`src/rtl/rgb_led_frame_pwm_encoder_top_defines.svh`:
```
// Assertion macros used by the LED frame encoder sequencer.
`ifndef RGB_LED_FRAME_PWM_ENCODER_TOP_DEFINES_SVH
`define RGB_LED_FRAME_PWM_ENCODER_TOP_DEFINES_SVH

// Same-cycle implication, sampled on clk and idle while rst_n is low.
`define RLFPE_ASSERT_NOW(lbl, ante, cons) \
  lbl: assert property (@(posedge clk) disable iff (!rst_n) (ante) |-> (cons)) \
    else $error("same-cycle check failed");

// Next-cycle implication, sampled on clk and idle while rst_n is low.
`define RLFPE_ASSERT_NEXT(lbl, ante, cons) \
  lbl: assert property (@(posedge clk) disable iff (!rst_n) (ante) |=> (cons)) \
    else $error("next-cycle check failed");

`endif

```
`src/rtl/rlfpe_pkg.sv`:
```
// Package with the types, codes and constants of the LED frame encoder.
package rlfpe_pkg;

  localparam int LED_COUNT    = 64;
  localparam int BITS_PER_LED = 24;
  localparam int AW           = (LED_COUNT > 1) ? $clog2(LED_COUNT) : 1;
  localparam int LPW          = $clog2(LED_COUNT + 1);

  localparam logic [7:0] DUTY_ONE_RST    = 8'((2 * 90) / 3);
  localparam logic [7:0] DUTY_ZERO_RST   = 8'(90 / 3);
  localparam logic [7:0] RESET_SLOTS_RST = 8'd144;

  // Item operation codes.
  localparam logic [1:0] OP_SET_ONE = 2'd0;
  localparam logic [1:0] OP_SET_ALL = 2'd1;
  localparam logic [1:0] OP_START   = 2'd2;
  localparam logic [1:0] OP_TICK    = 2'd3;

  // Result status codes.
  localparam logic [1:0] ST_OK    = 2'd0;
  localparam logic [1:0] ST_RANGE = 2'd1;
  localparam logic [1:0] ST_BUSY  = 2'd2;

  // Configuration register indexes.
  localparam logic [1:0] CFG_DUTY_ONE    = 2'd0;
  localparam logic [1:0] CFG_DUTY_ZERO   = 2'd1;
  localparam logic [1:0] CFG_RESET_SLOTS = 2'd2;

  typedef struct packed {
    logic [1:0]  op;
    logic [7:0]  led_index;
    logic [31:0] color;
  } in_word_t;

  typedef struct packed {
    logic [1:0] status;
    logic       slot_valid;
    logic [7:0] duty_value;
    logic       frame_last;
  } out_word_t;

  typedef struct packed {
    logic [7:0] duty_one;
    logic [7:0] duty_zero;
    logic [7:0] reset_slots;
  } cfg_t;

  typedef struct packed {
    logic          we_one;
    logic          we_all;
    logic [AW-1:0] addr;
    logic [23:0]   grb;
  } wr_req_t;

  // Reorders an input color word into the green, red, blue wire order.
  function automatic logic [23:0] to_grb(logic [31:0] c);
    return {c[23:16], c[31:24], c[15:8]};
  endfunction

endpackage

```
`src/rtl/rlfpe_store.sv`:
```
// Color store: one GRB word per LED in a synchronous memory with valid bits.
module rlfpe_store (
  input  logic                       clk,
  input  logic                       rst_n,
  input  rlfpe_pkg::wr_req_t         wr,
  input  logic [rlfpe_pkg::AW-1:0]   rd_addr,
  output logic [23:0]                rd_color
);
  import rlfpe_pkg::*;

  logic [23:0]          mem [LED_COUNT];
  logic [LED_COUNT-1:0] vld_r;
  logic [23:0]          fill_r;
  logic [23:0]          q_r;
  logic                 qv_r;
  logic                 hit;

  assign hit = wr.we_one && (wr.addr == rd_addr);

  // Data array: one write port, one registered read port with write bypass.
  always_ff @(posedge clk) begin
    if (wr.we_one) begin
      mem[wr.addr] <= wr.grb;
    end
    if (hit) begin
      q_r <= wr.grb;
    end else begin
      q_r <= mem[rd_addr];
    end
  end

  // Entries that were never written since the last fill read as the fill color.
  always_ff @(posedge clk) begin
    if (!rst_n) begin
      vld_r  <= '0;
      fill_r <= '0;
      qv_r   <= 1'b0;
    end else if (wr.we_all) begin
      vld_r  <= '0;
      fill_r <= wr.grb;
      qv_r   <= 1'b0;
    end else begin
      if (wr.we_one) begin
        vld_r[wr.addr] <= 1'b1;
      end
      qv_r <= hit | vld_r[rd_addr];
    end
  end

  assign rd_color = qv_r ? q_r : fill_r;

endmodule

```
`src/rtl/rlfpe_seq.sv`:
```
// Frame sequencer: decodes items, walks the LED bits and builds each result.
`include "rgb_led_frame_pwm_encoder_top_defines.svh"

module rlfpe_seq (
  input  logic                       clk,
  input  logic                       rst_n,
  input  logic                       acc,
  input  rlfpe_pkg::in_word_t        item,
  input  rlfpe_pkg::cfg_t            cfg,
  input  logic [23:0]                rd_color,
  output rlfpe_pkg::wr_req_t         wr,
  output logic [rlfpe_pkg::AW-1:0]   rd_addr,
  output logic                       head_ready,
  output rlfpe_pkg::out_word_t       res
);
  import rlfpe_pkg::*;

  logic           streaming_r, streaming_nxt;
  logic [LPW-1:0] led_pos_r, led_pos_nxt;
  logic [4:0]     bit_r, bit_nxt;
  logic [7:0]     pad_r, pad_nxt;
  logic [23:0]    cur_r, cur_nxt;
  logic           head_ok_r;
  logic [LPW-1:0] led_inc;
  logic           in_data;

  assign led_inc    = led_pos_r + 1'b1;
  assign in_data    = led_pos_r < LPW'(LED_COUNT);
  // While idle the read port watches LED 0; during a frame it prefetches the next LED.
  assign rd_addr    = streaming_r ? led_inc[AW-1:0] : '0;
  // A running frame never needs LED 0 again, so only an idle sequencer waits on it.
  assign head_ready = head_ok_r | streaming_r;

  always_comb begin
    res           = '0;
    wr.we_one     = 1'b0;
    wr.we_all     = 1'b0;
    wr.addr       = item.led_index[AW-1:0];
    wr.grb        = to_grb(item.color);
    streaming_nxt = streaming_r;
    led_pos_nxt   = led_pos_r;
    bit_nxt       = bit_r;
    pad_nxt       = pad_r;
    cur_nxt       = cur_r;
    res.status    = ST_OK;
    if (acc) begin
      unique case (item.op)
        OP_SET_ONE: begin
          if (streaming_r) begin
            res.status = ST_BUSY;
          end else if ({1'b0, item.led_index} >= 9'(LED_COUNT)) begin
            res.status = ST_RANGE;
          end else begin
            wr.we_one = 1'b1;
          end
        end
        OP_SET_ALL: begin
          if (streaming_r) begin
            res.status = ST_BUSY;
          end else begin
            wr.we_all = 1'b1;
          end
        end
        OP_START: begin
          if (streaming_r) begin
            res.status = ST_BUSY;
          end else begin
            streaming_nxt = 1'b1;
            led_pos_nxt   = '0;
            bit_nxt       = '0;
            pad_nxt       = '0;
            cur_nxt       = rd_color;
          end
        end
        OP_TICK: begin
          if (streaming_r) begin
            res.slot_valid = 1'b1;
            if (in_data) begin
              res.duty_value = cur_r[23] ? cfg.duty_one : cfg.duty_zero;
              if (bit_r == 5'(BITS_PER_LED - 1)) begin
                bit_nxt     = '0;
                led_pos_nxt = led_inc;
                cur_nxt     = rd_color;
                if ((led_pos_r == LPW'(LED_COUNT - 1)) && (cfg.reset_slots == 8'd0)) begin
                  res.frame_last = 1'b1;
                  streaming_nxt  = 1'b0;
                end
              end else begin
                bit_nxt = bit_r + 5'd1;
                cur_nxt = {cur_r[22:0], 1'b0};
              end
            end else begin
              if (({1'b0, pad_r} + 9'd1) >= {1'b0, cfg.reset_slots}) begin
                res.frame_last = 1'b1;
                streaming_nxt  = 1'b0;
              end
              pad_nxt = pad_r + 8'd1;
            end
          end
        end
        default: begin
          res.status = ST_OK;
        end
      endcase
    end
  end

  always_ff @(posedge clk) begin
    if (!rst_n) begin
      streaming_r <= 1'b0;
      led_pos_r   <= '0;
      bit_r       <= '0;
      pad_r       <= '0;
      head_ok_r   <= 1'b0;
    end else begin
      streaming_r <= streaming_nxt;
      led_pos_r   <= led_pos_nxt;
      bit_r       <= bit_nxt;
      pad_r       <= pad_nxt;
      // The read just issued was for LED 0 exactly when no frame was running.
      head_ok_r   <= ~streaming_r;
    end
  end

  always_ff @(posedge clk) begin
    cur_r <= cur_nxt;
  end

  `RLFPE_ASSERT_NOW(a_bit_range, streaming_r, bit_r < 5'(BITS_PER_LED))
  `RLFPE_ASSERT_NOW(a_pad_on_boundary, streaming_r && !in_data, bit_r == 5'd0)
  `RLFPE_ASSERT_NOW(a_start_head_ok, acc && !streaming_r && (item.op == OP_START), head_ok_r)
  `RLFPE_ASSERT_NEXT(a_start_runs, acc && !streaming_r && (item.op == OP_START), streaming_r)
  `RLFPE_ASSERT_NOW(a_no_write_busy, streaming_r, !wr.we_one && !wr.we_all)

endmodule

```
`src/rtl/rgb_led_frame_pwm_encoder_top.sv`:
```
// Top level of the RGB LED frame PWM encoder with its configuration and output register.
//
// The encoder keeps one color per LED and streams a frame as PWM compare
// values, one per tick word, in green, red, blue order, most significant bit
// first, followed by a run of zero padding slots.
// Input channel: in_valid, in_stall, in_word (op, led_index, color). Every
// accepted word yields exactly one result word on out_valid, out_stall,
// out_word (status, slot_valid, duty_value, frame_last).
// The result is registered: it is in the output register on the edge after
// acceptance. A new word can be taken every cycle while in_stall is low,
// including every tick of a frame, because the next LED's color is prefetched
// from the color memory while the current LED's 24 bits go out. Set all
// clears the per-entry valid bits and records the fill color.
// After reset, and after each frame ends, in_stall is high for a single
// cycle while the read port refetches LED 0, so a start always sees it.
// Reset clears the store to black, stops any frame and loads the register
// defaults. When out_stall holds a result, in_stall rises and the pending
// result waits unchanged. Configuration writes take effect from the next cycle.
module rgb_led_frame_pwm_encoder_top (
  input  logic                  clk,
  input  logic                  rst_n,
  input  logic                  in_valid,
  output logic                  in_stall,
  input  rlfpe_pkg::in_word_t   in_word,
  output logic                  out_valid,
  input  logic                  out_stall,
  output rlfpe_pkg::out_word_t  out_word,
  input  logic                  cfg_we,
  input  logic [1:0]            cfg_index,
  input  logic [7:0]            cfg_wdata
);
  import rlfpe_pkg::*;

  cfg_t                cfg_r;
  logic                acc;
  logic                head_ready;
  logic [AW-1:0]       rd_addr;
  logic [23:0]         rd_color;
  wr_req_t             wr;
  out_word_t           res;
  logic                out_valid_r;
  out_word_t           out_word_r;

  // Take a word when the output register is free or drains this cycle, and
  // the read port holds LED 0 whenever no frame runs.
  assign in_stall = (out_valid_r && out_stall) || !head_ready;
  assign acc      = in_valid && !in_stall;

  always_ff @(posedge clk) begin
    if (!rst_n) begin
      cfg_r.duty_one    <= DUTY_ONE_RST;
      cfg_r.duty_zero   <= DUTY_ZERO_RST;
      cfg_r.reset_slots <= RESET_SLOTS_RST;
    end else if (cfg_we) begin
      unique case (cfg_index)
        CFG_DUTY_ONE:    cfg_r.duty_one    <= cfg_wdata;
        CFG_DUTY_ZERO:   cfg_r.duty_zero   <= cfg_wdata;
        CFG_RESET_SLOTS: cfg_r.reset_slots <= cfg_wdata;
        default: begin
          cfg_r <= cfg_r;
        end
      endcase
    end
  end

  rlfpe_store u_store (
    .clk      (clk),
    .rst_n    (rst_n),
    .wr       (wr),
    .rd_addr  (rd_addr),
    .rd_color (rd_color)
  );

  rlfpe_seq u_seq (
    .clk        (clk),
    .rst_n      (rst_n),
    .acc        (acc),
    .item       (in_word),
    .cfg        (cfg_r),
    .rd_color   (rd_color),
    .wr         (wr),
    .rd_addr    (rd_addr),
    .head_ready (head_ready),
    .res        (res)
  );

  // Output register: loads on acceptance and empties when the receiver takes it.
  always_ff @(posedge clk) begin
    if (!rst_n) begin
      out_valid_r <= 1'b0;
    end else if (acc) begin
      out_valid_r <= 1'b1;
    end else if (!out_stall) begin
      out_valid_r <= 1'b0;
    end
  end

  always_ff @(posedge clk) begin
    if (acc) begin
      out_word_r <= res;
    end
  end

  assign out_valid = out_valid_r;
  assign out_word  = out_word_r;

endmodule
```
`config.mk`:
```
export PLATFORM = sky130hd
export DESIGN_NAME = rgb_led_frame_pwm_encoder_top
export DESIGN_NICKNAME = d
export VERILOG_FILES = /design/src/rtl/rlfpe_pkg.sv /design/src/rtl/rlfpe_store.sv /design/src/rtl/rlfpe_seq.sv /design/src/rtl/rgb_led_frame_pwm_encoder_top.sv
export VERILOG_INCLUDE_DIRS = /design/src /design/src/rtl
export SDC_FILE = /design/constraint.sdc
export NUM_CORES = 2
export LEC_CHECK = 0
export BUFFER_PORTS_ARGS = -buffer_cell sky130_fd_sc_hd__buf_2
export CORE_MARGIN = 2
export CORE_UTILIZATION = 58
export DETAILED_ROUTE_END_ITERATION = 7
export PLACE_DENSITY = 0.75
export SLEW_MARGIN = 20
export SYNTH_ARGS = -nofsm -noshare
export SYNTH_HDL_FRONTEND = slang
export SYNTH_HIERARCHICAL = 1
export SYNTH_SLANG_ARGS = --single-unit
```
`constraint.sdc`:
```
create_clock -name clk -period 16.6 [get_ports clk]
set_clock_uncertainty 0.15 [all_clocks]
set_input_delay 1.66 -clock clk [delete_from_list [all_inputs] [get_ports clk]]
set_output_delay 1.66 -clock clk [all_outputs]
set_load 0.005 [all_outputs]
```
==> flow_summary.ini <==
[synthesis]
synthSimpleGateAreaFrac_pct = 3.300
yosys.area.top_type = edfxtp_1
synthMuxAreaShare_pct = 16.11
synth_edf_count = 1572
synthTopCellsByCount = edfxtp_1 (1572), mux4_2 (354), mux2i_1 (250)
synthFlopType = edfxtp_1
synth_cells = 3306
synth_cell_type_count = 68
synth_top_area_share_pct = 70.83
synth_top_family_by_area = multiplexers
ys.warnings.count = 6
syn_nets = 3378
syn_area_mm2 = 0.06665
yosysMostFrequentCell = edfxtp_1
synthAdderAreaFrac_pct = 0.2816
synth_xor_area_share_pct = 0.1971
synthTopCellsByArea = edfxtp_1 (71%), mux4_2 (12%), dfxtp_1 (4.3%)
ys_async_sr_fraction_pct = 0
seq_area_frac_synth_pct = 75.09
ys_ff_latch = 1714
syn_avg_cell_area_um2 = 20.16
synth_compound_area_share_pct = 3.250

[global_route]
grt_pass1_wl_um = 232100
gr-total-overflow = 0
grt_max_degree = 150
antenna_found_initial = 22
grt_usage_pct = 27.61
grt_pass1_vias = 34066

[clock_tree]
worstSkewPairLatency_ps = 780
cts_buffers = 167
hold_buffers = 0
cts-resized-gates = 0
cts_sinks = 1714
clockBufferDepth = 3
cts_tree = built
cts_htree_levels = 4
root_buffer = clkbuf_16
cts_setup_buffers = 0
path_clk_slew_ps = 60

[placement]
place.gp.congestion = 0.9002
port_buffers = 62
hpwlAfterDp_um = 86050
postPlaceCellArea_mm2 = 0.06893

[power_and_ir_drop]
p_per_area_mw_per_mm2 = 115.9
internal-power_mw = 6.888
p_switching_mw = 1.734
peakVddDrop_mv = 0.1352
leakage_nw = 22.92
p_sw_share_pct = 20.11
p_clk_share_pct = 43.3
p_comb_share_pct = 2.0
pwr-share-seq_pct = 54.7

[final_layout]
fin_area_mm2 = 0.07441
area_growth_pct = 11.64
drive_gt1_share_pct = 25.32
fin_nets = 3525
fillCellCount = 7311

[critical_path]
worstSetupPathType = register to register
cp_slowest_stage_delay_ps = 900
cpMostUsedCell = buf_4
cp-end-kind = register
crit_slowest_cell = buf_4
cp_cell_sequence = buf_4 > buf_4 > buf_4 > mux4_2 > mux4_2 > nor2b_1 > or4_1 > mux2_2
arrival_ps = 6400
cp.required_ps = 16980
reg2reg_to = u_seq/cur_r[9]
critPathLaunchType = register
r2r_cells = 8
rrSetupSlack_ps = 10580
crit_fanout = 50

[routing]
wirelength_um = 160300
firstDrtPassIters = 5
wl_per_cell_um = 31.36
postRouteAntennaNets = 0
num_vias = 33581
vias_per_cell = 6.570
drc_errors = 0
dr.first_iter.drc_count = 4629

[sta]
fin_crit_ps = 6025
slew_headroom_pct = 15.90
grt_setup_unrepaired = false
period_share_pct = 36.29
finalSetupViolCount = 0
slew_violations = 0
tightest_slew_ps = 1261
hold_viol = 0
setup-tns-final_ps = 0
fmax_ghz = 0.1660

[min_path]
hp-start = cfg_r[22]
min_to = cfg_r[22]
hold_depth = 2
hold_class = register to register

[run_status]
status = finished clean

[die]
row_count = 124
die_height_um = 343.0
start_util_pct = 58.37
core_mm2 = 0.1142
boundaryPins = 71
die_x_um = 343.0
design.die.area_mm2 = 0.1176

[flow_run]
drv_cap = 0
## cells by family after synthesis
family,after synthesis
AO/OA/AOI/OAI,287
AND/OR/NAND/NOR,416
adder cells (fa/ha/maj),15
XOR/XNOR,15
buffers and inverters,232
flip-flops,1714
multiplexers,627
## worst max-delay path by stage
stage               cells after the start  slack [ps]                 end
CTS                                     8       10200     u_seq/cur_r[23]
finish                                  8       10580      u_seq/cur_r[9]
global placement                        8       10310     u_seq/cur_r[19]
floorplan                               9       10580  u_store/mem[40][0]
global route                            8       10110      u_seq/cur_r[9]
detailed placement                      8       10230     u_seq/cur_r[19]
## state kept, by name, indices dropped and copies added (netlist names), 5 cells and up, named ones only
name             cells
u_seq/led_pos_r      7
u_seq/bit_r          5
u_seq/cur_r         24
u_seq/pad_r          8
u_store/mem       1536
u_store/vld_r       64
cfg_r               24
out_word            12
u_store/fill_r      24
## per-layer routing
layer / global-route usage [%] / vias to the layer above / wire, um
met5: 0 / - / 147
met4: 10.11 / 22 / 5668
met3: 5.596 / 339 / 16660
met2: 45.22 / 1880 / 79440
met1: 37.21 / 17505 / 58360
li1: - / 13835 / -
## power by group through the flow
stage                     sequential (mW)  combinational [mW]  clock [mW]
after global placement               4.81               0.163           0
after detailed placement             4.81               0.174           0
after global routing                 4.72               0.186        3.94
after CTS                            4.72               0.174        3.77
final                                4.72               0.174        3.73
after floorplan                      4.81               0.113           0
## placed cells by master, fill, tap and decap left out, drive strengths merged, types with 6 or more instances in the layout
cell type	synthesis	layout
a21oi	13	13
a221oi	24	24
a22o	25	25
a22oi	98	98
a31oi	29	29
and2	8	8
buf	107	189
bufinv	0	12
clkbuf	107	225
clkinv	1	64
dfxtp	142	142
edfxtp	1572	1572
ha	15	15
inv	17	29
mux2	23	23
mux2i	250	250
mux4	354	354
nand2	51	51
nand2b	8	8
nand3	63	63
nand4	6	6
nor2	118	118
nor2b	94	94
nor3	8	8
o21a	67	67
o21ai	13	13
or4	24	24
xnor2	9	9
xor2	6	6
## cell type report
type / instances / area (um^2) / area share (%)
diodes: 5 / 12.51 / 0.01681
inverters: 18 / 70.07 / 0.09416
clock buffers: 222 / 4536 / 6.095
clock inverters: 88 / 869.6 / 1.169
flip-flops and latches: 1714 / 50060 / 67.28
multi-input cells: 1360 / 15640 / 21.02
repair buffers: 192 / 1325 / 1.781
well taps: 1512 / 1892 / 2.542
## critical path: cells and delay by family, from the launching register on
family	cells	cell delay [ps]
flip-flops	1	670
AND/OR/NAND/NOR	2	750
buffers and inverters	3	2620
multiplexers	3	1400
## stage by stage
step	std cells	power (mW)	hold slack [ps]	setup slack (ps)	utilization, %
2_1_floorplan	3306	4.919	284.4	10580	-
3_3_place_gp	4786	4.973	291.3	10310	60.34
3_5_place_dp	4791	4.984	299.7	10230	60.37
4_1_cts	5101	8.666	312.5	10200	65.10
5_1_grt	5106	8.841	331.6	10110	65.15
6_report	5111	8.623	308.5	10580	65.16
Note: power is estimated with default switching activity, not from simulation.
